==> config.mk <==
export PLATFORM = sky130hd
export DESIGN_NAME = json_stream_tokenizer_top
export DESIGN_NICKNAME = d
export VERILOG_FILES = /design/src/jst_pkg.sv /design/src/jst_stack_cell.sv /design/src/jst_stack_chain.sv /design/src/jst_lexer.sv /design/src/json_stream_tokenizer_top.sv
export VERILOG_INCLUDE_DIRS = /design/src /design/src/src
export SDC_FILE = /design/constraint.sdc
export NUM_CORES = 1
export LEC_CHECK = 0
export CORE_MARGIN = 2
export CORE_UTILIZATION = 60
export CTS_CLUSTER_SIZE = 40
export DETAILED_ROUTE_END_ITERATION = 8
export DONT_BUFFER_PORTS = 1
export PLACE_DENSITY_LB_ADDON = 0.2
export SETUP_SLACK_MARGIN = 0.02
export SYNTH_ARGS = -nofsm -noshare
export SYNTH_HDL_FRONTEND = slang
export SYNTH_SLANG_ARGS = --single-unit
==> constraint.sdc <==
create_clock -name clk -period 10.3 [get_ports clk]
set_input_delay 1.545 -clock clk [delete_from_list [all_inputs] [get_ports clk]]
set_output_delay 1.545 -clock clk [all_outputs]
set_load 0.05 [all_outputs]
==> src/json_stream_tokenizer_top_defines.svh <==
// Assertion helpers shared by the tokenizer top level.
`ifndef JSON_STREAM_TOKENIZER_TOP_DEFINES_SVH
`define JSON_STREAM_TOKENIZER_TOP_DEFINES_SVH

// Implication checked on every rising edge outside reset.
`define JST_ASSERT_IMP(label, ante, cons, msg) \
    label: assert property (@(posedge clk) disable iff (!rst_n) (ante) |-> (cons)) \
        else $error(msg);

// Next-cycle implication checked on every rising edge outside reset.
`define JST_ASSERT_NXT(label, ante, cons, msg) \
    label: assert property (@(posedge clk) disable iff (!rst_n) (ante) |=> (cons)) \
        else $error(msg);

`endif

==> src/jst_pkg.sv <==
`default_nettype none
package jst_pkg;
    localparam logic [3:0] K_STRBYTE = 4'd0;
    localparam logic [3:0] K_KEYEND  = 4'd1;
    localparam logic [3:0] K_STREND  = 4'd2;
    localparam logic [3:0] K_NUMBYTE = 4'd3;
    localparam logic [3:0] K_NUMEND  = 4'd4;
    localparam logic [3:0] K_TRUE    = 4'd5;
    localparam logic [3:0] K_FALSE   = 4'd6;
    localparam logic [3:0] K_NULL    = 4'd7;
    localparam logic [3:0] K_OBJBEG  = 4'd8;
    localparam logic [3:0] K_OBJEND  = 4'd9;
    localparam logic [3:0] K_ARRBEG  = 4'd10;
    localparam logic [3:0] K_ARREND  = 4'd11;
    localparam logic [3:0] K_DOCEND  = 4'd12;
    localparam logic [3:0] K_ERROR   = 4'd13;

    localparam logic [2:0] E_UNRECOGNIZED = 3'd0;
    localparam logic [2:0] E_BAD_ESCAPE   = 3'd1;
    localparam logic [2:0] E_UNTERMINATED = 3'd2;
    localparam logic [2:0] E_EXPECT_QUOTE = 3'd3;
    localparam logic [2:0] E_EXPECT_COLON = 3'd4;
    localparam logic [2:0] E_BAD_NUMBER   = 3'd5;
    localparam logic [2:0] E_TOO_DEEP     = 3'd6;

    localparam logic [3:0] ADDR_MAX_DEPTH = 4'd0;

    // One result event of the lexer.
    typedef struct packed {
        logic [3:0] kind;
        logic [7:0] data_byte;
        logic [2:0] error_code;
        logic [6:0] nesting;
    } event_t;

    // Stack request from the lexer to the cell chain.
    typedef struct packed {
        logic push;
        logic pop;
        logic is_array;
        logic clear;
    } stack_cmd_t;
endpackage
`default_nettype wire

==> src/jst_stack_cell.sv <==
`default_nettype none
// One entry of the container stack. On a push each cell takes the bit of its
// upper neighbor; on a pop it takes the bit of its lower neighbor.
module jst_stack_cell (
    input  wire logic               clk,
    input  wire jst_pkg::stack_cmd_t cmd,
    input  wire logic               from_above,
    input  wire logic               from_below,
    output logic                    bit_out
);
    logic bit_reg;
    logic bit_next;

    always_comb
    begin
        bit_next = bit_reg;
        if (cmd.push)
        begin
            bit_next = from_above;
        end
        else if (cmd.pop)
        begin
            bit_next = from_below;
        end
    end

    always_ff @(posedge clk)
    begin
        bit_reg <= bit_next;
    end

    assign bit_out = bit_reg;
endmodule
`default_nettype wire

==> src/jst_stack_chain.sv <==
`default_nettype none
// Container stack as a shift chain: cell 0 always holds the innermost kind.
module jst_stack_chain #(
    parameter int DEPTH = 64
) (
    input  wire logic               clk,
    input  wire jst_pkg::stack_cmd_t cmd,
    output logic                    top_is_array
);
    logic [DEPTH-1:0] bits;
    logic [DEPTH:0]   below;

    assign below[DEPTH] = 1'b0;

    genvar g;
    generate
        for (g = 0; g < DEPTH; g++)
        begin : g_cell
            logic above;
            if (g == 0)
            begin : g_head
                assign above = cmd.is_array;
            end
            else
            begin : g_body
                assign above = bits[g-1];
            end
            assign below[g] = bits[g];
            jst_stack_cell u_cell (
                .clk        (clk),
                .cmd        (cmd),
                .from_above (above),
                .from_below (below[g+1]),
                .bit_out    (bits[g])
            );
        end
    endgenerate

    assign top_is_array = bits[0];
endmodule
`default_nettype wire

==> src/jst_lexer.sv <==
`default_nettype none
module jst_lexer #(
    parameter int MAX_NESTING = 64,
    parameter int LW = 7
) (
    input  wire logic               clk,
    input  wire logic               rst_n,
    input  wire logic               step,
    input  wire logic [7:0]         b,
    input  wire logic               start,
    input  wire logic [6:0]         max_depth,
    input  wire logic               top_is_array,
    output jst_pkg::stack_cmd_t     cmd,
    output jst_pkg::event_t         ev0,
    output jst_pkg::event_t         ev1,
    output jst_pkg::event_t         ev2,
    output logic [1:0]              ev_cnt
);
    localparam logic [4:0] PH_VALUE = 5'd0, PH_VOC = 5'd1, PH_OBJ_FIRST = 5'd2,
        PH_OBJ_KEY = 5'd3, PH_COLON = 5'd4, PH_AFTER = 5'd5, PH_STRING = 5'd6,
        PH_ESCAPE = 5'd7, PH_HEX = 5'd8, PH_NUM_INT = 5'd9, PH_NUM_FRAC = 5'd10,
        PH_NUM_EXPSIGN = 5'd11, PH_NUM_EXPDIG = 5'd12, PH_LIT_TRUE = 5'd13,
        PH_LIT_FALSE = 5'd14, PH_LIT_NULL = 5'd15, PH_DONE = 5'd16,
        PH_ERROR = 5'd17;

    logic [4:0]    phase_reg, phase_next;
    logic [LW-1:0] level_reg, level_next;
    logic [15:0]   hex_reg, hex_next;
    logic [2:0]    hcnt_reg, hcnt_next;
    logic [2:0]    lpos_reg, lpos_next;
    logic          key_reg, key_next;
    logic          done_reg, done_next;

    always_comb
    begin
        logic [4:0]    ph;
        logic [LW-1:0] lv;
        logic          ws, dig, in_arr, closing, close_arr, opening, open_arr;
        logic          vdone, after_chk, ok;
        logic [LW:0]   lim;
        logic [3:0]    hv;
        logic          hok;
        logic [15:0]   u;
        logic [7:0]    want;
        logic [2:0]    llen;
        jst_pkg::event_t e [3];
        logic [1:0]    n;
        logic [2:0]    fcode;
        logic          fl;

        ph = phase_reg; lv = level_reg;
        hex_next = hex_reg; hcnt_next = hcnt_reg; lpos_next = lpos_reg;
        key_next = key_reg; done_next = done_reg;
        if (start)
        begin
            ph = PH_VALUE; lv = '0; hex_next = '0; hcnt_next = '0;
            lpos_next = '0; key_next = 1'b0; done_next = 1'b0;
        end
        phase_next = ph; level_next = lv;
        cmd = '0;
        cmd.clear = start;
        for (int i = 0; i < 3; i++)
        begin
            e[i] = '0;
        end
        n = '0;
        fl = 1'b0; fcode = jst_pkg::E_UNRECOGNIZED;
        closing = 1'b0; close_arr = 1'b0; opening = 1'b0; open_arr = 1'b0;
        vdone = 1'b0; after_chk = 1'b0; u = '0; hv = '0; hok = 1'b0;
        want = '0; llen = 3'd4; ok = 1'b0;
        ws = (b == 8'h20) || (b == 8'h0D) || (b == 8'h09) || (b == 8'h0A) || (b == 8'h0B);
        dig = (b >= 8'h30) && (b <= 8'h39);
        in_arr = (lv != '0) && top_is_array;
        lim = (LW+1)'(max_depth) < (LW+1)'(MAX_NESTING) ? (LW+1)'(max_depth)
            : (LW+1)'(MAX_NESTING);
        if (dig)
        begin
            hv = 4'(b - 8'h30); hok = 1'b1;
        end
        else if (b >= 8'h61 && b <= 8'h66)
        begin
            hv = 4'(b - 8'h57); hok = 1'b1;
        end
        else if (b >= 8'h41 && b <= 8'h46)
        begin
            hv = 4'(b - 8'h37); hok = 1'b1;
        end

        case (ph)
            PH_VALUE, PH_VOC:
            begin
                if (ws)
                begin
                end
                else if (b == 8'h7B)
                begin
                    opening = 1'b1;
                end
                else if (b == 8'h5B)
                begin
                    opening = 1'b1; open_arr = 1'b1;
                end
                else if (b == 8'h22)
                begin
                    key_next = 1'b0; phase_next = PH_STRING;
                end
                else if (b == 8'h2D || dig)
                begin
                    e[0].kind = jst_pkg::K_NUMBYTE; e[0].data_byte = b; n = 2'd1;
                    phase_next = PH_NUM_INT;
                end
                else if (b == 8'h74)
                begin
                    phase_next = PH_LIT_TRUE; lpos_next = 3'd1;
                end
                else if (b == 8'h66)
                begin
                    phase_next = PH_LIT_FALSE; lpos_next = 3'd1;
                end
                else if (b == 8'h6E)
                begin
                    phase_next = PH_LIT_NULL; lpos_next = 3'd1;
                end
                else if (b == 8'h5D && ph == PH_VOC)
                begin
                    closing = 1'b1; close_arr = 1'b1;
                end
                else
                begin
                    fl = 1'b1;
                end
            end
            PH_OBJ_FIRST, PH_OBJ_KEY:
            begin
                if (ws)
                begin
                end
                else if (b == 8'h22)
                begin
                    key_next = 1'b1; phase_next = PH_STRING;
                end
                else if (b == 8'h7D && ph == PH_OBJ_FIRST)
                begin
                    closing = 1'b1;
                end
                else
                begin
                    fl = 1'b1; fcode = jst_pkg::E_EXPECT_QUOTE;
                end
            end
            PH_COLON:
            begin
                if (ws)
                begin
                end
                else if (b == 8'h3A)
                begin
                    phase_next = PH_VALUE;
                end
                else
                begin
                    fl = 1'b1; fcode = jst_pkg::E_EXPECT_COLON;
                end
            end
            PH_AFTER:
            begin
                after_chk = 1'b1;
            end
            PH_STRING:
            begin
                if (b == 8'h22)
                begin
                    if (key_reg && !start)
                    begin
                        e[0].kind = jst_pkg::K_KEYEND; n = 2'd1; phase_next = PH_COLON;
                    end
                    else
                    begin
                        e[0].kind = jst_pkg::K_STREND; n = 2'd1; vdone = 1'b1;
                    end
                end
                else if (b == 8'h5C)
                begin
                    phase_next = PH_ESCAPE;
                end
                else if (b == 8'h0D || b == 8'h0A || b == 8'h00)
                begin
                    fl = 1'b1; fcode = jst_pkg::E_UNTERMINATED;
                end
                else
                begin
                    e[0].kind = jst_pkg::K_STRBYTE; e[0].data_byte = b; n = 2'd1;
                end
            end
            PH_ESCAPE:
            begin
                ok = 1'b1;
                case (b)
                    8'h22, 8'h5C, 8'h2F: e[0].data_byte = b;
                    8'h62: e[0].data_byte = 8'h08;
                    8'h66: e[0].data_byte = 8'h0C;
                    8'h6E: e[0].data_byte = 8'h0A;
                    8'h72: e[0].data_byte = 8'h0D;
                    8'h74: e[0].data_byte = 8'h09;
                    8'h75:
                    begin
                        ok = 1'b0; hex_next = '0; hcnt_next = '0; phase_next = PH_HEX;
                    end
                    default:
                    begin
                        ok = 1'b0; fl = 1'b1; fcode = jst_pkg::E_BAD_ESCAPE;
                    end
                endcase
                if (ok)
                begin
                    e[0].kind = jst_pkg::K_STRBYTE; n = 2'd1; phase_next = PH_STRING;
                end
            end
            PH_HEX:
            begin
                if (!hok)
                begin
                    fl = 1'b1; fcode = jst_pkg::E_BAD_ESCAPE;
                end
                else
                begin
                    u = {hex_next[11:0], hv};
                    hex_next = u;
                    hcnt_next = hcnt_next + 3'd1;
                    if (hcnt_next >= 3'd4)
                    begin
                        hcnt_next = '0; phase_next = PH_STRING;
                        e[0].kind = jst_pkg::K_STRBYTE;
                        e[1].kind = jst_pkg::K_STRBYTE;
                        e[2].kind = jst_pkg::K_STRBYTE;
                        if (u <= 16'h007F)
                        begin
                            e[0].data_byte = u[7:0]; n = 2'd1;
                        end
                        else if (u <= 16'h07FF)
                        begin
                            e[0].data_byte = {3'b110, u[10:6]};
                            e[1].data_byte = {2'b10, u[5:0]}; n = 2'd2;
                        end
                        else
                        begin
                            e[0].data_byte = {4'b1110, u[15:12]};
                            e[1].data_byte = {2'b10, u[11:6]};
                            e[2].data_byte = {2'b10, u[5:0]}; n = 2'd3;
                        end
                    end
                end
            end
            PH_NUM_INT, PH_NUM_FRAC, PH_NUM_EXPDIG:
            begin
                if (dig)
                begin
                    e[0].kind = jst_pkg::K_NUMBYTE; e[0].data_byte = b; n = 2'd1;
                end
                else if (b == 8'h2E && ph == PH_NUM_INT)
                begin
                    e[0].kind = jst_pkg::K_NUMBYTE; e[0].data_byte = b; n = 2'd1;
                    phase_next = PH_NUM_FRAC;
                end
                else if ((b == 8'h65 || b == 8'h45) && ph == PH_NUM_FRAC)
                begin
                    e[0].kind = jst_pkg::K_NUMBYTE; e[0].data_byte = b; n = 2'd1;
                    phase_next = PH_NUM_EXPSIGN;
                end
                else
                begin
                    e[0].kind = jst_pkg::K_NUMEND; n = 2'd1; vdone = 1'b1;
                    after_chk = (lv != '0);
                end
            end
            PH_NUM_EXPSIGN:
            begin
                if (b == 8'h2B || b == 8'h2D || dig)
                begin
                    e[0].kind = jst_pkg::K_NUMBYTE; e[0].data_byte = b; n = 2'd1;
                    phase_next = PH_NUM_EXPDIG;
                end
                else
                begin
                    fl = 1'b1; fcode = jst_pkg::E_BAD_NUMBER;
                end
            end
            PH_LIT_TRUE, PH_LIT_FALSE, PH_LIT_NULL:
            begin
                llen = (ph == PH_LIT_FALSE) ? 3'd5 : 3'd4;
                case ({ph[1:0], lpos_next})
                    {PH_LIT_TRUE[1:0], 3'd0}:  want = 8'h74;
                    {PH_LIT_TRUE[1:0], 3'd1}:  want = 8'h72;
                    {PH_LIT_TRUE[1:0], 3'd2}:  want = 8'h75;
                    {PH_LIT_TRUE[1:0], 3'd3}:  want = 8'h65;
                    {PH_LIT_FALSE[1:0], 3'd0}: want = 8'h66;
                    {PH_LIT_FALSE[1:0], 3'd1}: want = 8'h61;
                    {PH_LIT_FALSE[1:0], 3'd2}: want = 8'h6C;
                    {PH_LIT_FALSE[1:0], 3'd3}: want = 8'h73;
                    {PH_LIT_FALSE[1:0], 3'd4}: want = 8'h65;
                    {PH_LIT_NULL[1:0], 3'd0}:  want = 8'h6E;
                    {PH_LIT_NULL[1:0], 3'd1}:  want = 8'h75;
                    {PH_LIT_NULL[1:0], 3'd2}:  want = 8'h6C;
                    {PH_LIT_NULL[1:0], 3'd3}:  want = 8'h6C;
                    default: want = 8'h00;
                endcase
                if (lpos_next >= llen || b != want)
                begin
                    fl = 1'b1;
                end
                else if (lpos_next + 3'd1 >= llen)
                begin
                    lpos_next = '0; vdone = 1'b1; n = 2'd1;
                    e[0].kind = (ph == PH_LIT_TRUE) ? jst_pkg::K_TRUE
                              : (ph == PH_LIT_FALSE) ? jst_pkg::K_FALSE : jst_pkg::K_NULL;
                end
                else
                begin
                    lpos_next = lpos_next + 3'd1;
                end
            end
            default:
            begin
            end
        endcase

        // Comma, closer or whitespace after a value (also the byte ending a number).
        if (after_chk && !ws)
        begin
            vdone = 1'b0;
            if (b == 8'h2C)
            begin
                phase_next = in_arr ? PH_VALUE : PH_OBJ_KEY;
            end
            else if (b == 8'h7D && !in_arr)
            begin
                closing = 1'b1;
            end
            else if (b == 8'h5D && in_arr)
            begin
                closing = 1'b1; close_arr = 1'b1;
            end
            else
            begin
                fl = 1'b1;
            end
        end
        else if (after_chk)
        begin
            vdone = 1'b0;
            phase_next = PH_AFTER;
        end

        for (int i = 0; i < 3; i++)
        begin
            e[i].nesting = 7'(lv);
        end
        // Events from a push or pop onward report the depth after it.
        if (opening)
        begin
            if ((LW+1)'(lv) >= lim)
            begin
                fl = 1'b1; fcode = jst_pkg::E_TOO_DEEP;
            end
            else
            begin
                cmd.push = 1'b1; cmd.is_array = open_arr;
                lv = lv + 1'b1;
                for (int i = 0; i < 3; i++)
                begin
                    if (2'(i) >= n)
                    begin
                        e[i].nesting = 7'(lv);
                    end
                end
                e[n].kind = open_arr ? jst_pkg::K_ARRBEG : jst_pkg::K_OBJBEG;
                n = n + 2'd1;
                phase_next = open_arr ? PH_VOC : PH_OBJ_FIRST;
            end
        end
        if (closing)
        begin
            if (lv != '0)
            begin
                lv = lv - 1'b1; cmd.pop = 1'b1;
            end
            for (int i = 0; i < 3; i++)
            begin
                if (2'(i) >= n)
                begin
                    e[i].nesting = 7'(lv);
                end
            end
            e[n].kind = close_arr ? jst_pkg::K_ARREND : jst_pkg::K_OBJEND;
            n = n + 2'd1;
            vdone = 1'b1;
        end
        if (vdone)
        begin
            if (lv == '0)
            begin
                e[n].kind = jst_pkg::K_DOCEND; n = n + 2'd1;
                phase_next = PH_DONE; done_next = 1'b1;
            end
            else
            begin
                phase_next = PH_AFTER;
            end
        end
        if (fl)
        begin
            e[n].kind = jst_pkg::K_ERROR; e[n].error_code = fcode;
            e[n].data_byte = '0; n = n + 2'd1;
            phase_next = PH_ERROR;
        end
        level_next = lv;
        if (!step)
        begin
            cmd = '0;
        end
        ev0 = e[0]; ev1 = e[1]; ev2 = e[2]; ev_cnt = n;
    end

    always_ff @(posedge clk or negedge rst_n)
    begin
        if (!rst_n)
        begin
            phase_reg <= PH_VALUE; level_reg <= '0; hex_reg <= '0; hcnt_reg <= '0;
            lpos_reg <= '0; key_reg <= 1'b0; done_reg <= 1'b0;
        end
        else if (step)
        begin
            phase_reg <= phase_next; level_reg <= level_next; hex_reg <= hex_next;
            hcnt_reg <= hcnt_next; lpos_reg <= lpos_next; key_reg <= key_next;
            done_reg <= done_next;
        end
    end
endmodule
`default_nettype wire

==> src/json_stream_tokenizer_top.sv <==
// A byte's first event is offered in the cycle after the byte is taken.
// One byte per cycle while each byte gives at most one event and the receiver does not
// stall; a byte giving more events holds the input until its last beat is taken.
// The container stack is a chain of one-bit cells that shift one place per push or pop.
// Reset (rst_n, asynchronous, active low) clears the lexer, depth register (64)
// and the result queue; stack cells are not reset.
`default_nettype none
`include "json_stream_tokenizer_top_defines.svh"
module json_stream_tokenizer_top #(
    parameter int MAX_NESTING = 64
) (
    input  wire logic        clk,
    input  wire logic        rst_n,
    input  wire logic        in_valid,
    output logic             in_stall,
    input  wire logic [7:0]  text_byte,
    input  wire logic        start_document,
    output logic             out_valid,
    input  wire logic        out_stall,
    output logic [3:0]       kind,
    output logic [7:0]       data_byte,
    output logic [2:0]       error_code,
    output logic [6:0]       nesting,
    output logic             last,
    input  wire logic        psel,
    input  wire logic        penable,
    input  wire logic        pwrite,
    input  wire logic [1:0]  paddr,
    input  wire logic [31:0] pwdata,
    output logic [31:0]      prdata,
    output logic             pready
);
    localparam int LW = $clog2(MAX_NESTING + 1);

    logic [6:0] max_depth_reg;
    jst_pkg::stack_cmd_t cmd;
    logic top_is_array;
    jst_pkg::event_t ev0, ev1, ev2;
    logic [1:0] ev_cnt;
    logic step;

    // Result buffer: up to three pending beats of the current byte.
    jst_pkg::event_t q_reg [3];
    logic [1:0] cnt_reg, idx_reg;

    assign pready = 1'b1;
    assign prdata = (paddr == 2'(jst_pkg::ADDR_MAX_DEPTH)) ? {25'd0, max_depth_reg} : 32'd0;

    always_ff @(posedge clk or negedge rst_n)
    begin
        if (!rst_n)
        begin
            max_depth_reg <= 7'd64;
        end
        else if (psel && penable && pwrite && paddr == 2'(jst_pkg::ADDR_MAX_DEPTH))
        begin
            max_depth_reg <= pwdata[6:0];
        end
    end

    logic draining_last;
    assign draining_last = (cnt_reg == '0) || (!out_stall && idx_reg + 2'd1 == cnt_reg);
    assign in_stall = !draining_last;
    assign step = in_valid && !in_stall;

    jst_lexer #(.MAX_NESTING(MAX_NESTING), .LW(LW)) u_lexer (
        .clk          (clk),
        .rst_n        (rst_n),
        .step         (step),
        .b            (text_byte),
        .start        (start_document),
        .max_depth    (max_depth_reg),
        .top_is_array (top_is_array),
        .cmd          (cmd),
        .ev0          (ev0),
        .ev1          (ev1),
        .ev2          (ev2),
        .ev_cnt       (ev_cnt)
    );

    jst_stack_chain #(.DEPTH(MAX_NESTING)) u_stack (
        .clk          (clk),
        .cmd          (cmd),
        .top_is_array (top_is_array)
    );

    always_ff @(posedge clk)
    begin
        if (step)
        begin
            q_reg[0] <= ev0; q_reg[1] <= ev1; q_reg[2] <= ev2;
        end
    end

    always_ff @(posedge clk or negedge rst_n)
    begin
        if (!rst_n)
        begin
            cnt_reg <= '0; idx_reg <= '0;
        end
        else if (step)
        begin
            cnt_reg <= ev_cnt; idx_reg <= '0;
        end
        else if (out_valid && !out_stall)
        begin
            if (idx_reg + 2'd1 == cnt_reg)
            begin
                cnt_reg <= '0; idx_reg <= '0;
            end
            else
            begin
                idx_reg <= idx_reg + 2'd1;
            end
        end
    end

    jst_pkg::event_t cur;
    assign cur = q_reg[idx_reg];
    assign out_valid  = cnt_reg != '0;
    assign kind       = cur.kind;
    assign data_byte  = cur.data_byte;
    assign error_code = cur.error_code;
    assign nesting    = cur.nesting;
    assign last       = (idx_reg + 2'd1 == cnt_reg);

    `JST_ASSERT_IMP(a_idx_in_range, out_valid, idx_reg < cnt_reg,
        "beat index beyond pending count")
    `JST_ASSERT_IMP(a_no_take_while_busy, step, draining_last,
        "byte taken while earlier beats remain")
    `JST_ASSERT_IMP(a_err_code_only, out_valid && kind != jst_pkg::K_ERROR,
        error_code == 3'd0, "error code set on a beat that is not an error")
endmodule
`default_nettype wire

# Word-level counts from Yosys, hierarchy flattened
# Memory sizes are Yosys's and may differ from the RTL's.
# Index checks and enable logic that the tools add are counted.
# W data, S select, Z words.
[totals]
reg_bits = 110
mem_bits_rw = 66
mem_bits_ro = 224
input_bits = 50
wordCells = 628
n_memories = 2
[op_classes]
addsub = 12
n_lt_le_gt_ge = 27
n_eq_ne = 42
n_mux = 410
n_bitwise = 4
n_reduce_logical = 58
[memory_table]
columns = ["name", "depth", "word_bits", "rd", "rd_ports_with_merged_regs", "wr", "line", "text"]
rows = [
  ["(no name shown)", 32, 7, 1, 0, 0, "jst_lexer.sv:291", "case ({ph[1:0], lpos_next})"],
  ["q_reg", 3, 22, 1, 0, 3, "json_stream_tokenizer_top.sv:43", "jst_pkg::event_t q_reg [3];"],
]
[ops]
columns = ["operator", "count"]
rows = [
  ["$bwmux W66", 6],
  ["$mux W66", 6],
  ["$demux W22 S2", 6],
  ["$mux W1", 226],
  ["$mux W5", 32],
  ["$mux W7", 22],
  ["$mux W12", 11],
  ["$eq A8 B7 Y1 const B", 13],
  ["$pmux W8 S6", 2],
  ["$mux W22", 4],
  ["$mux W8", 11],
  ["$mux W3", 25],
  ["$eq A8 B6 Y1 const B", 8],
  ["$mux W2", 29],
  ["$mux W16", 3],
  ["$eq A5 B4 Y1 const B", 8],
  ["$pmux W5 S8", 1],
  ["$eq A8 B4 Y1 const B", 4],
  ["$mux W4", 8],
  ["$pmux W16 S2", 1],
  ["$mux W10", 3],
  ["$pmux W4 S6", 1],
  ["$logic_and A1 B1 Y1", 22],
  ["$eq A5 B3 Y1 const B", 4],
  ["46 further kinds", 97],
]

# Logic depth before layout (Yosys ltp)
# Gate-level depths: netlist (run 1).
[logic_depth]
depth_word = 30
depth_mapped = 26

# Hierarchy
# From an unflattened synthesis (run 1), not the netlist that was laid out.
[unflattened]
hier_cells = 1222
hier_area_um2 = 12319.3
[by_module_without_submodules]
columns = ["module", "instances", "cells_each", "area_each_um2", "seq_area_each_um2"]
rows = [
  ["jst_lexer", 1, 790, 5605.4, 775.7],
  ["json_stream_tokenizer_top", 1, 239, 3427.0, 2258.4],
  ["jst_stack_cell", 64, 3, 51.3, 30.0],
  ["jst_stack_chain", 1, 1, 3.8, 0.0],
]

# Worst setup path before layout (run 1)
# OpenSTA, ideal clock, no wires.
[synth_timing]
path_type = "input -> register"
start = "in start_document"
end = "reg u_stack.g_cell[0].u_cell.bit_reg (enable)"
setup_time_ns = 0.507
arrival_ns = 7.418
required_ns = 9.793
slack_ns = 2.375
stages = 15
path_cell_list = "clkbuf_1 > nor2b_1 > clkbuf_1 > ha_1 > a21oi_1 > o21ai_1 > a211oi_2 > a21oi_1 > ha_1 > inv_1 > or4b_4 > and2_1 > clkbuf_1 > nand2_1 > a21oi_1"
[synth_via]
elab_chain_len = 20
elab_cells_between_ends = 56
cone_classes = "1 x add/sub; 1 x order compare; 7 x eq/ne; 31 x mux; 16 x reduce/logical"
[synth_rtl]
columns = ["item", "line", "text"]
rows = [
  ["start, declared", "json_stream_tokenizer_top.sv:17", "input wire logic start_document,"],
  ["$mux W5", "jst_lexer.sv:54", "if (start)"],
  ["$eq A5 B1 Y1", "jst_lexer.sv:89, jst_lexer.sv:124", ""],
  ["$logic_and A1 B1 Y1", "jst_lexer.sv:124", "else if (b == 8'h5D && ph == PH_VOC)"],
  ["$mux W1", "jst_lexer.sv:124", ""],
  ["$mux W1", "jst_lexer.sv:120", "else if (b == 8'h6E)"],
  ["$mux W1", "jst_lexer.sv:116", "else if (b == 8'h66)"],
  ["$mux W1", "jst_lexer.sv:112", "else if (b == 8'h74)"],
  ["$mux W1", "jst_lexer.sv:107", "else if (b == 8'h2D || dig)"],
  ["(+4 left out)", "--", ""],
  ["$pmux W1 S2", "jst_lexer.sv:89", "case (ph)"],
  ["$mux W1", "jst_lexer.sv:339", "else if (b == 8'h5D && in_arr)"],
  ["$mux W1", "jst_lexer.sv:335", "else if (b == 8'h7D && !in_arr)"],
  ["$mux W1", "jst_lexer.sv:331", "if (b == 8'h2C)"],
  ["$mux W1", "jst_lexer.sv:328", "if (after_chk && !ws)"],
  ["$mux W1", "jst_lexer.sv:381", "if (closing)"],
  ["$mux W4 *", "jst_lexer.sv:417", "if (!step)"],
  ["$reduce_bool A2 Y1 (no source line) *", "--", ""],
  ["end signal, assigned", "jst_stack_cell.sv:29", "bit_reg <= bit_next;"],
  ["end, declared", "jst_stack_cell.sv:11", "logic bit_reg;"],
]
# Every way passes the cells marked *; elsewhere a longest branch is shown, timed or not.
# A chain may end at the register's enable or synchronous reset.

==> results.md, run 1 <==
### Run status
- finished clean — outcome

### Pwr
- 39.7% — Switching Fraction
- 0.863 mW — reported net switching power
- 0.125 mV — IR Drop Worst-Case VDD
- 179 mW/mm2 — Cell Pwr Density
- 30.2% — part of the total power dissipated in combinational logic
- 29.9% — Clock Power Share
- 2.17 mW — overall power
- 1.31 mW — Int Power
- 39.9% — part of the total power dissipated in sequential elements
- 4.84 nW — static leakage

### Worst setup path
- 60 — worst-path fanout max
- 10.47 ns — Critical Path RT
- primary input — startpoint type of the worst setup path
- flop — element type at the critical path end
- 7.12 ns — data arrival time of the critical path
- primary input to flop — worst setup path category

### Finish
- 0.0121 mm2 — Post-Layout Inst Area
- 6.70% — fraction of final layout cells with drive strength greater than 1
- 1374 — net count reported at finish
- 1532 — number of cells in the finished layout apart from fillers
- 5.80% — area overhead of the layout relative to synthesis
- 64.7% — final standard cell utilization of the core
- 0 — antenna cell count

### Flow run
- 0 — count of max-cap constraint violations

### STA
- 67.5% — final clock period utilization by the worst path
- no — RSZ-0062 raised after global routing
- 0.0136 ns — worst clock skew
- 144 MHz — maximum achievable frequency
- 0 — Hold Vio Cnt, Final
- 0 — fin. max-slew vios
- 1.11 ns — transition time of the tightest slew-check pin
- 25.7% — worst slew margin relative to its limit
- 6.95 ns — shortest period the worst path allows
- 0 ns — accumulated negative setup slack
- 3.35 ns — post-route worst setup slack
- 0 — number of setup violations in the final report
- 0.489 ns — Hold WS

### Placed design
- 20600 um — half-perimeter wire length of the detailed placement result
- 0.973 — global placement routability congestion
- 0 — count of port buffers added during placement
- 0.0115 mm2 — cell area after placement
- 3.09 ns — worst setup slack after placement
- 1500 — number of placed cells counting well taps

### Synth
- sky130_fd_sc_hd__edfxtp_1 — ys flop type
- 1322 — Synth Instances
- 0.0114 mm2 — netlist area before placement
- sky130_fd_sc_hd__edfxtp_1, sky130_fd_sc_hd__nand2_1, sky130_fd_sc_hd__dfrtp_1, sky130_fd_sc_hd__ha_1, sky130_fd_sc_hd__o21ai_0 — leading post-synthesis cells by cell area
- sky130_fd_sc_hd__nand2_1, sky130_fd_sc_hd__edfxtp_1, sky130_fd_sc_hd__nor2_1 — most common library cells after synthesis
- 0 — Yosys Warn Count
- 33.6% — share of the synthesized area in the top cell type
- 42.8% — part of the Yosys area used for sequential elements
- sky130_fd_sc_hd__nand2_1 — top-count cell post-synth
- 170 — post-synthesis register bit count
- 128 — number of enable-type register cells in the synthesized netlist
- sky130_fd_sc_hd__edfxtp_1 — leading area contributor after synthesis
- 85 — library cells used by synthesis
- 8.66 um2 — synthesized area divided by synthesized cell count
- 24.7% — share of flip-flops with an asynchronous set or reset

### CTS
- 4 — H-Tree Level Count
- 0 — count of cells resized by post-cts repair
- 17 — number of CTS-inserted buffers
- 2 — worst-case clock buffer depth
- 170 — sink count of the clock tree
- 0 — cts hold-fix bufs
- built — TritonCTS clock tree
- 0.07 ns — Clock Pin Slew Worst Setup and Hold Paths
- sky130_fd_sc_hd__clkbuf_16 — clock tree root driver cell
- 0.45 ns — insertion delay of the later-clocked pin in the worst-skew pair
- 0 — setup bufs post-CTS

### Detailed routing
- 0 — ANT nets after route
- 6 — 1st-pass router iterations
- 19.4 um — routed length per instance
- 0 — Post-route DRC
- 9577 — overall via count from detail_route
- 945 — Initial DRC Count
- 29700 um — DRT Wirelength
- 6.25 — number of vias per cell after detailed routing

### Floorplanning
- 142 um — horizontal extent of the die
- 142 um — height of the die
- 0.0187 mm2 — total core area
- 0.0202 mm2 — die area
- 108 — Boundary Pins
- 61.2% — initial cell density of the core
- 50 — Placement Rows

### Global routing
- 47200 um — global-route wire length before repair
- 30.2% — GRT Overall Usage
- 0 — number of antenna violations at the first check in global routing
- 0 — grt total ovfl
- 8846 — number of global-route vias before repair
- 65 — maximum number of pins on one net before global-route repair

### Min path
- flop to flop — Min-Delay Path Class

## layout make-up
class | count | area, um2
Tap cell | 234 | 293
Multi-Input combinational cell | 1045 | 6080
Sequential cell | 170 | 4900
Inverter | 34 | 129
Timing Repair Buffer | 17 | 128
Clock buffer | 18 | 429
Clock inverter | 14 | 160
Fill cell | 1550 | 6600
## power by group through the flow
| stage | registers [mW] | logic [mW] | clock network (mW) |
|---|---|---|---|
| after floorplan | 0.870 | 0.554 | 0 |
| after global placement | 0.878 | 0.646 | 0 |
| after detailed placement | 0.881 | 0.653 | 0 |
| after CTS | 0.867 | 0.654 | 0.659 |
| after global routing | 0.875 | 0.700 | 0.685 |
| final | 0.867 | 0.657 | 0.649 |
## metal layers
layer  global-route usage [%]  up-vias  routed length, um
met5                        0        -                  0
met4                     9.37        0                633
met3                     6.22       59               2550
met2                     46.2      466              13500
met1                     43.3     4466              13000
li1                         -     4586                  -
## final timing paths
check                      cells after the start  slack (ns)                 start                  end
max in group asynchronous                      0        9.33                 rst_n     max_depth_reg[6]
setup reg to reg                              22        3.99  u_lexer.level_reg[2]         q_reg[0][21]
hold reg to reg                                1        0.49   u_lexer.hcnt_reg[2]  u_lexer.hcnt_reg[2]
min in group asynchronous                      0        0.78                 rst_n  u_lexer.hcnt_reg[0]
hold / removal                                 1        0.49   u_lexer.hcnt_reg[2]  u_lexer.hcnt_reg[2]
setup / recovery                              22        3.35        start_document         q_reg[0][21]
## cells in the final DEF, fill, tap and decap left out, types with 6 or more instances in the layout
master	count
sky130_fd_sc_hd__nor3_1	39
sky130_fd_sc_hd__a22o_1	6
sky130_fd_sc_hd__and2_1	23
sky130_fd_sc_hd__nor3b_1	7
sky130_fd_sc_hd__and3_1	15
sky130_fd_sc_hd__a21oi_1	54
sky130_fd_sc_hd__ha_1	39
sky130_fd_sc_hd__a211oi_1	9
sky130_fd_sc_hd__o21ai_1	26
sky130_fd_sc_hd__a22oi_1	14
sky130_fd_sc_hd__a32oi_1	6
sky130_fd_sc_hd__nand2_1	337
sky130_fd_sc_hd__nand2b_1	13
sky130_fd_sc_hd__buf_4	17
sky130_fd_sc_hd__dfrtp_1	41
sky130_fd_sc_hd__nor2b_1	28
sky130_fd_sc_hd__a31oi_1	11
sky130_fd_sc_hd__mux2_2	12
sky130_fd_sc_hd__a2111oi_0	8
sky130_fd_sc_hd__xor2_1	11
sky130_fd_sc_hd__a32o_1	7
sky130_fd_sc_hd__clkbuf_16	17
sky130_fd_sc_hd__mux2i_1	31
sky130_fd_sc_hd__nor4_1	6
sky130_fd_sc_hd__conb_1	26
sky130_fd_sc_hd__nor2_1	86
sky130_fd_sc_hd__nand3b_1	6
sky130_fd_sc_hd__xnor2_1	18
sky130_fd_sc_hd__o211ai_1	8
sky130_fd_sc_hd__o31ai_1	8
sky130_fd_sc_hd__inv_1	33
sky130_fd_sc_hd__nand4_1	8
sky130_fd_sc_hd__a21o_1	10
sky130_fd_sc_hd__edfxtp_1	128
sky130_fd_sc_hd__nand3_1	24
sky130_fd_sc_hd__o21ai_0	54
sky130_fd_sc_hd__or3_1	12
## worst max-delay path: stages
cell                        delay [ns]
sky130_fd_sc_hd__nor2b_1          0.60
sky130_fd_sc_hd__ha_1             0.37
sky130_fd_sc_hd__a21oi_1          0.14
sky130_fd_sc_hd__o21ai_1          0.25
sky130_fd_sc_hd__a211oi_2         0.26
sky130_fd_sc_hd__buf_4            0.29
sky130_fd_sc_hd__nor2_1           0.07
sky130_fd_sc_hd__a21oi_1          0.26
sky130_fd_sc_hd__ha_1             0.33
sky130_fd_sc_hd__inv_1            0.15
sky130_fd_sc_hd__a2111oi_0        0.36
sky130_fd_sc_hd__a221oi_1         0.23
sky130_fd_sc_hd__a32oi_1          0.20
sky130_fd_sc_hd__o211ai_1         0.21
sky130_fd_sc_hd__or4_1            0.61
sky130_fd_sc_hd__o21ai_0          0.25
sky130_fd_sc_hd__and2_1           0.19
sky130_fd_sc_hd__inv_1            0.06
sky130_fd_sc_hd__ha_1             0.22
sky130_fd_sc_hd__and2_1           0.16
sky130_fd_sc_hd__a21oi_1          0.25
sky130_fd_sc_hd__nand3_1          0.11
## logic make-up (layout without fill, tap and decap cells)
kind of cell	after synthesis	count (layout)	share of synthesized area, %
buffers and inverters	131	83	5.19
flip-flops	170	170	42.8
other	2	26	0.0656
XOR/XNOR	29	29	2.22
multiplexers	43	43	3.89
AO/OA/AOI/OAI	273	273	16.0
adder cells (fa/ha/maj)	39	39	4.26
AND/OR/NAND/NOR	635	635	25.6
Power figures use the tool's default switching activity.
==> run 2, diff against run 1 <==
- ABC_AREA: not set -> 1
- CORE_UTILIZATION: 60 -> 59
- clock period: 10.3 -> 6.1 ns (I/O delays scaled with it)
==> run 2 against run 1 <==
Design area grew 1.5%. Hold slack worse by 0.31 ns. Final cell count rose by 17%. Via count increased by 6.2%. Clock power rose by 63%. Non-clock buffer count decreased by 2.
==> results.md, run 2 <==
### Synth
- 0 — Yosys Warn Count, unchanged
- 42.4% — part of the Yosys area used for sequential elements, -0.40 points
- 0.0116 mm2 — netlist area before placement, +0.95%
- 7.59 um2 — synthesized area divided by synthesized cell count, -12%
- 33.3% — share of the synthesized area in the top cell type, -0.32 points
- 128 — number of enable-type register cells in the synthesized netlist, unchanged
- sky130_fd_sc_hd__nand2_1, sky130_fd_sc_hd__nor2_1, sky130_fd_sc_hd__inv_1 — most common library cells after synthesis
- 1523 — Synth Instances, +15%
- 24.7% — share of flip-flops with an asynchronous set or reset, unchanged
- sky130_fd_sc_hd__nand2_1 — top-count cell post-synth
- 170 — post-synthesis register bit count, unchanged
- 63 — library cells used by synthesis, -26%
- sky130_fd_sc_hd__edfxtp_1, sky130_fd_sc_hd__nand2_1, sky130_fd_sc_hd__dfrtp_1, sky130_fd_sc_hd__nor2_1, sky130_fd_sc_hd__inv_1 — leading post-synthesis cells by cell area
- sky130_fd_sc_hd__edfxtp_1 — leading area contributor after synthesis
- sky130_fd_sc_hd__edfxtp_1 — ys flop type

### CTS
- sky130_fd_sc_hd__clkbuf_16 — clock tree root driver cell
- 17 — number of CTS-inserted buffers, unchanged
- 4 — H-Tree Level Count, unchanged
- 0.42 ns — insertion delay of the later-clocked pin in the worst-skew pair, -0.03 ns
- 0.07 ns — Clock Pin Slew Worst Setup and Hold Paths, about the same
- 0 — setup bufs post-CTS, unchanged
- 0 — count of cells resized by post-cts repair, unchanged
- 0 — cts hold-fix bufs, unchanged
- built — TritonCTS clock tree
- 170 — sink count of the clock tree, unchanged
- 2 — worst-case clock buffer depth, unchanged

### Detailed routing
- 0 — ANT nets after route, unchanged
- 17.1 um — routed length per instance, -12%
- 0 — Post-route DRC, unchanged
- 10200 — overall via count from detail_route, +6.2%
- 5.69 — number of vias per cell after detailed routing, -9.0%
- 6 — 1st-pass router iterations, unchanged
- 916 — Initial DRC Count, -3.1%
- 30700 um — DRT Wirelength, +3.3%

### Run status
- finished clean — outcome

### Pwr
- 1.89 mW — reported net switching power, +120%
- 36.8% — part of the total power dissipated in sequential elements, -3.1 points
- 38.5% — part of the total power dissipated in combinational logic, +8.3 points
- 2.40 mW — Int Power, +83%
- 44.0% — Switching Fraction, +4.3 points
- 5.67 nW — static leakage, +17%
- 0.194 mV — IR Drop Worst-Case VDD, +55%
- 24.8% — Clock Power Share, -5.1 points
- 349 mW/mm2 — Cell Pwr Density, +95%

### Finish
- 1599 — net count reported at finish, +16%
- sky130_fd_sc_hd__nand2_1, sky130_fd_sc_hd__nor2_1, sky130_fd_sc_hd__inv_1 — most frequent cells in the layout
- 1735 — number of fill cells, +12%
- sky130_fd_sc_hd__nand2_1 — most common cell after layout, fill and taps aside
- 10.1% — fraction of final layout cells with drive strength greater than 1, +3.4 points
- 6.37% — area overhead of the layout relative to synthesis

### Worst setup path
- primary input to flop — worst setup path category
- 0.30 ns — Critical Path Max Stage Delay, -0.31 ns
- 6.27 ns — Critical Path RT, -4.20 ns
- primary input — startpoint type of the worst setup path
- 1.02 ns — register-to-register path setup slack, -2.97 ns
- 30 — number of cells on the worst reg-to-reg path, +36%
- 28 — worst-path fanout max, -53%
- 5.52 ns — data arrival time of the critical path, -1.60 ns
- q_reg[0][18] — RR Endpoint
- flop — element type at the critical path end
- sky130_fd_sc_hd__nand2_1 — cell type with the highest occurrence count on the critical path
- sky130_fd_sc_hd__ha_1 — Slowest cell on crit path
- u_lexer.phase_reg[2] — origin of the critical flop-to-flop path

### STA
- 0 — Hold Vio Cnt, Final, unchanged
- 87.7% — final clock period utilization by the worst path
- 0 — number of setup violations in the final report, unchanged
- 0 ns — accumulated negative setup slack, unchanged
- 0.0108 ns — worst clock skew, -0.00272 ns
- 21.6% — worst slew margin relative to its limit, -4.1 points
- 5.35 ns — shortest period the worst path allows
- no — RSZ-0062 raised after global routing
- 0.750 ns — post-route worst setup slack, -2.60 ns
- 0 — fin. max-slew vios, unchanged
- 187 MHz — maximum achievable frequency
- 1.18 ns — transition time of the tightest slew-check pin, +0.0693 ns

### Min path
- primary input to asynchronous set/reset pin — Min-Delay Path Class

### Global routing
- 9361 — number of global-route vias before repair, +5.8%
- 1 — number of antenna violations at the first check in global routing, +1
- 0 — grt total ovfl, unchanged
- 48300 um — global-route wire length before repair, +2.2%
- 30.2% — GRT Overall Usage, about the same
- 85 — maximum number of pins on one net before global-route repair, +31%

### Floorplanning
- 0.0207 mm2 — die area, +2.6%
- 144 um — horizontal extent of the die, +1.3%
- 0.0193 mm2 — total core area, +3.4%
- 108 — Boundary Pins, unchanged
- 59.8% — initial cell density of the core, -1.4 points
- 144 um — height of the die, +1.3%
- 51 — Placement Rows, +2.0%

### Placed design
- 0.388 ns — worst setup slack after placement, -2.70 ns
- 22300 um — half-perimeter wire length of the detailed placement result, +8.2%
- 0.975 — global placement routability congestion, +0.16%
- 0 — count of port buffers added during placement, unchanged

### Flow run
- 0 — count of max-cap constraint violations, unchanged

run 2: cell types whose count changed after synthesis, sizes merged, moves of 23 or more:
| cell | previous run | this run |
|---|---|---|
| mux2i | 31 | 1 |
| nor2 | 87 | 180 |
| nor2b | 28 | 0 |
| and2 | 25 | 2 |
| a21oi | 55 | 92 |
| nand3 | 24 | 70 |
| inv | 34 | 179 |
| clkbuf | 61 | 35 |
| nand2 | 338 | 488 |
run 2: power groups by stage:
stage          clock network [mW]  logic, mW  registers (mW)
3_5_place_dp                    0       1.63            1.60
4_1_cts                      1.07       1.64            1.58
3_3_place_gp                    0       1.61            1.59
2_1_floorplan                   0       1.35            1.58
5_1_grt                      1.12       1.81            1.60
6_report                     1.06       1.65            1.58
run 2: cell type report:
cell class	count	area [um2]	share of cell area [%]
tap	265	332	2.70
timing repair buffer	15	125	1.02
inverter	182	688	5.60
antenna	1	2.50	0.0204
sequential	170	4900	39.8
clock buffer	19	443	3.60
clock inverter	13	131	1.07
multi-input combinational	1124	5670	46.2
run 2: worst max-delay path by stage:
stage	startpoint	end	slack [ns]	cells past startpoint
floorplan	out_stall	u_stack.g_cell[0].u_cell.bit_out	0.58	6
global placement	start_document	q_reg[0][18]	0.52	31
detailed placement	start_document	q_reg[0][18]	0.39	31
CTS	start_document	q_reg[0][18]	0.81	31
global route	start_document	q_reg[0][18]	0.11	31
finish	start_document	q_reg[0][18]	0.75	31
run 2: kinds of logic after synthesis:
logic type | count (synthesis) | synth area share (%)
adder cells (fa/ha/maj) | 39 | 4.22
AO/OA/AOI/OAI | 239 | 11.9
AND/OR/NAND/NOR | 806 | 30.8
other | 2 | 0.0650
XOR/XNOR | 11 | 0.899
multiplexers | 3 | 0.282
flip-flops | 170 | 42.4
buffers and inverters | 253 | 9.46
run 2: worst max-delay path, delay by kind of cell:
kind,cells,cell delay [ns]
fa+ha+maj,5,1.35
simple gates,17,1.95
buf+inv,4,0.36
compound gates,5,0.93
run 2: through the flow:
| stage | cell area [um2] | utilization (%) | hold slack [ns] | instances | total power, mW |
|---|---|---|---|---|---|
| finish | 12300 | 63.6 | 0.180 | 1789 | 4.29 |
| global route | 12300 | 63.6 | 0.161 | 1788 | 4.53 |
| CTS | 12300 | 63.6 | 0.168 | 1788 | 4.29 |
| detailed placement | 11700 | 60.6 | 0.499 | 1756 | 3.23 |
| global placement | 11700 | 60.6 | 0.488 | 1756 | 3.21 |
| floorplan | 11600 | - | 0.453 | 1547 | 2.93 |
run 2: per-layer routing:
metal  global-route usage (%)  vias up  share of wire, %
met1                     42.1     4763                44
met4                     8.67        0               2.0
li1                         -     4951                 -
met5                        0        -                 0
met2                     47.8      413                47
met3                     6.13       46               7.4
==> run 3, diff against run 2 <==
- CELL_PAD_IN_SITES_DETAIL_PLACEMENT: not set -> 0
- CELL_PAD_IN_SITES_GLOBAL_PLACEMENT: not set -> 2
- CORE_UTILIZATION: 59 -> 34
==> run 3 against run 2 <==
First-iteration DRC count decreased by 21%. Combinational power grew 3%. Flip-flop and latch count did not move. Critical endpoint unchanged. Largest cell class unchanged. Highest routed layer unchanged.
==> results.md, run 3 (same netlist as run 2, synthesis figures left out) <==
### CTS
- sky130_fd_sc_hd__clkbuf_16 — clock tree root driver cell
- 0 — cts hold-fix bufs, unchanged
- built — TritonCTS clock tree
- 4 — H-Tree Level Count, unchanged
- 17 — number of CTS-inserted buffers, unchanged
- 0.44 ns — insertion delay of the later-clocked pin in the worst-skew pair, +0.02 ns
- 0 — setup bufs post-CTS, unchanged
- 170 — sink count of the clock tree, unchanged
- 0 — count of cells resized by post-cts repair, unchanged
- 2 — worst-case clock buffer depth, unchanged
- 0.07 ns — Clock Pin Slew Worst Setup and Hold Paths, about the same

### Floorplanning
- 188 um — height of the die, +31%
- 0.0355 mm2 — die area, +71%
- 67 — Placement Rows, +31%
- 34.5% — initial cell density of the core, -25 points
- 188 um — horizontal extent of the die, +31%
- 108 — Boundary Pins, unchanged
- 0.0335 mm2 — total core area, +73%

### Finish
- 3590 — number of fill cells, +110%
- 0 — antenna cell count, -1
- 1608 — net count reported at finish, +0.56%
- sky130_fd_sc_hd__nand2_1 — most common cell after layout, fill and taps aside
- 9.16% — area overhead of the layout relative to synthesis
- sky130_fd_sc_hd__nand2_1, sky130_fd_sc_hd__nor2_1, sky130_fd_sc_hd__inv_1 — most frequent cells in the layout
- 10.6% — fraction of final layout cells with drive strength greater than 1, +0.53 points

### Worst setup path
- 1.16 ns — register-to-register path setup slack, +0.14 ns
- flop — element type at the critical path end
- sky130_fd_sc_hd__nand2_1 — cell type with the highest occurrence count on the critical path
- 5.30 ns — data arrival time of the critical path, -0.22 ns
- primary input — startpoint type of the worst setup path
- 28 — worst-path fanout max, unchanged
- 0.30 ns — Critical Path Max Stage Delay, about the same
- primary input to flop — worst setup path category
- sky130_fd_sc_hd__ha_1 — Slowest cell on crit path
- 6.30 ns — Critical Path RT, +0.03 ns

### STA
- 0 — fin. max-slew vios, unchanged
- 1.19 ns — transition time of the tightest slew-check pin, +0.0106 ns
- 1.01 ns — post-route worst setup slack, +0.258 ns
- no — RSZ-0062 raised after global routing
- 0 ns — accumulated negative setup slack, unchanged
- 83.5% — final clock period utilization by the worst path, -4.2 points
- 5.09 ns — shortest period the worst path allows, -0.258 ns
- 0 — Hold Vio Cnt, Final, unchanged
- 196 MHz — maximum achievable frequency, +5.1%
- 0 — number of setup violations in the final report, unchanged
- 20.9% — worst slew margin relative to its limit, -0.71 points
- 0.0100 ns — worst clock skew, -0.000813 ns

### Global routing
- 54900 um — global-route wire length before repair, +14%
- 64 — maximum number of pins on one net before global-route repair, -25%
- 0 — grt total ovfl, unchanged
- 20.0% — GRT Overall Usage, -10 points
- 0 — number of antenna violations at the first check in global routing, -1
- 9582 — number of global-route vias before repair, +2.4%

### Pwr
- 5.73 nW — static leakage, +1.1%
- 0.207 mV — IR Drop Worst-Case VDD, +7.0%
- 347 mW/mm2 — Cell Pwr Density, -0.44%

### Placed design
- 0.569 ns — worst setup slack after placement, +0.181 ns
- 0.889 — global placement routability congestion, -8.8%
- 0 — count of port buffers added during placement, unchanged
- 25700 um — half-perimeter wire length of the detailed placement result, +15%

### Detailed routing
- 0 — ANT nets after route, unchanged
- 720 — Initial DRC Count, -21%
- 0 — Post-route DRC, unchanged
- 7 — 1st-pass router iterations, +1
- 17.5 um — routed length per instance, +2.1%
- 34700 um — DRT Wirelength, +13%
- 9949 — overall via count from detail_route, -2.2%
- 5.02 — number of vias per cell after detailed routing, -12%

### Run status
- finished clean — outcome

### Min path
- primary input to asynchronous set/reset pin — Min-Delay Path Class

### Flow run
- 0 — count of max-cap constraint violations, unchanged

==> run 3: where the power goes <==
group	leakage, nW	total, mW	internal, mW	switching, mW
registers	1.71	1.57	1.49	0.0820
clock network	0.298	1.11	0.606	0.500
logic	3.72	1.70	0.379	1.33
==> run 3: through the flow <==
step | total power [mW] | hold WS [ns] | instances | utilization, % | instance area (um2)
floorplan | 2.93 | 0.453 | 1547 | - | 11600
global placement | 3.30 | 0.490 | 1948 | 35.8 | 12000
detailed placement | 3.32 | 0.485 | 1948 | 35.8 | 12000
CTS | 4.44 | 0.133 | 1980 | 37.6 | 12600
global route | 4.66 | 0.134 | 1980 | 37.6 | 12600
finish | 4.38 | 0.164 | 1980 | 37.6 | 12600
==> run 3: layout make-up <==
type                       instances  area, um2  area share (%)
multi-input combinational       1124       5670            45.0
sequential                       170       4900            38.8
inverter                         182        688            5.46
tap                              448        561            4.44
clock buffer                      22        507            4.02
timing repair buffer              24        193            1.53
clock inverter                    10       96.3           0.764
==> run 3: path summary, 6_finish.rpt <==
path | cells after the start | startpoint | endpoint
hold reg to reg | 2 | u_lexer.hex_reg[4] | u_lexer.hex_reg[4]
setup reg to reg | 29 | u_lexer.phase_reg[0] | q_reg[0][18]
min in group clk | 2 | u_lexer.hex_reg[4] | u_lexer.hex_reg[4]
hold / removal | 0 | rst_n | u_lexer.hex_reg[2]
setup / recovery | 31 | start_document | q_reg[0][18]
max in group asynchronous | 0 | rst_n | max_depth_reg[6]
==> run 3: critical path, delay by kind of cell <==
kind                       cells  cell delay, ns
and+or+nand+nor               17            1.87
buffers and inverters          4            0.33
AOI/OAI and AO/OA              5            0.87
adders and majority gates      5            1.31
==> run 3: metal layers <==
layer / track usage [%] / vias to the layer above / wire, um
met3: 2.96 / 39 / 1380
li1: - / 4966 / -
met4: 6.28 / 0 / 685
met5: 0 / - / 0
met1: 28.7 / 4696 / 17100
met2: 31.1 / 248 / 15500
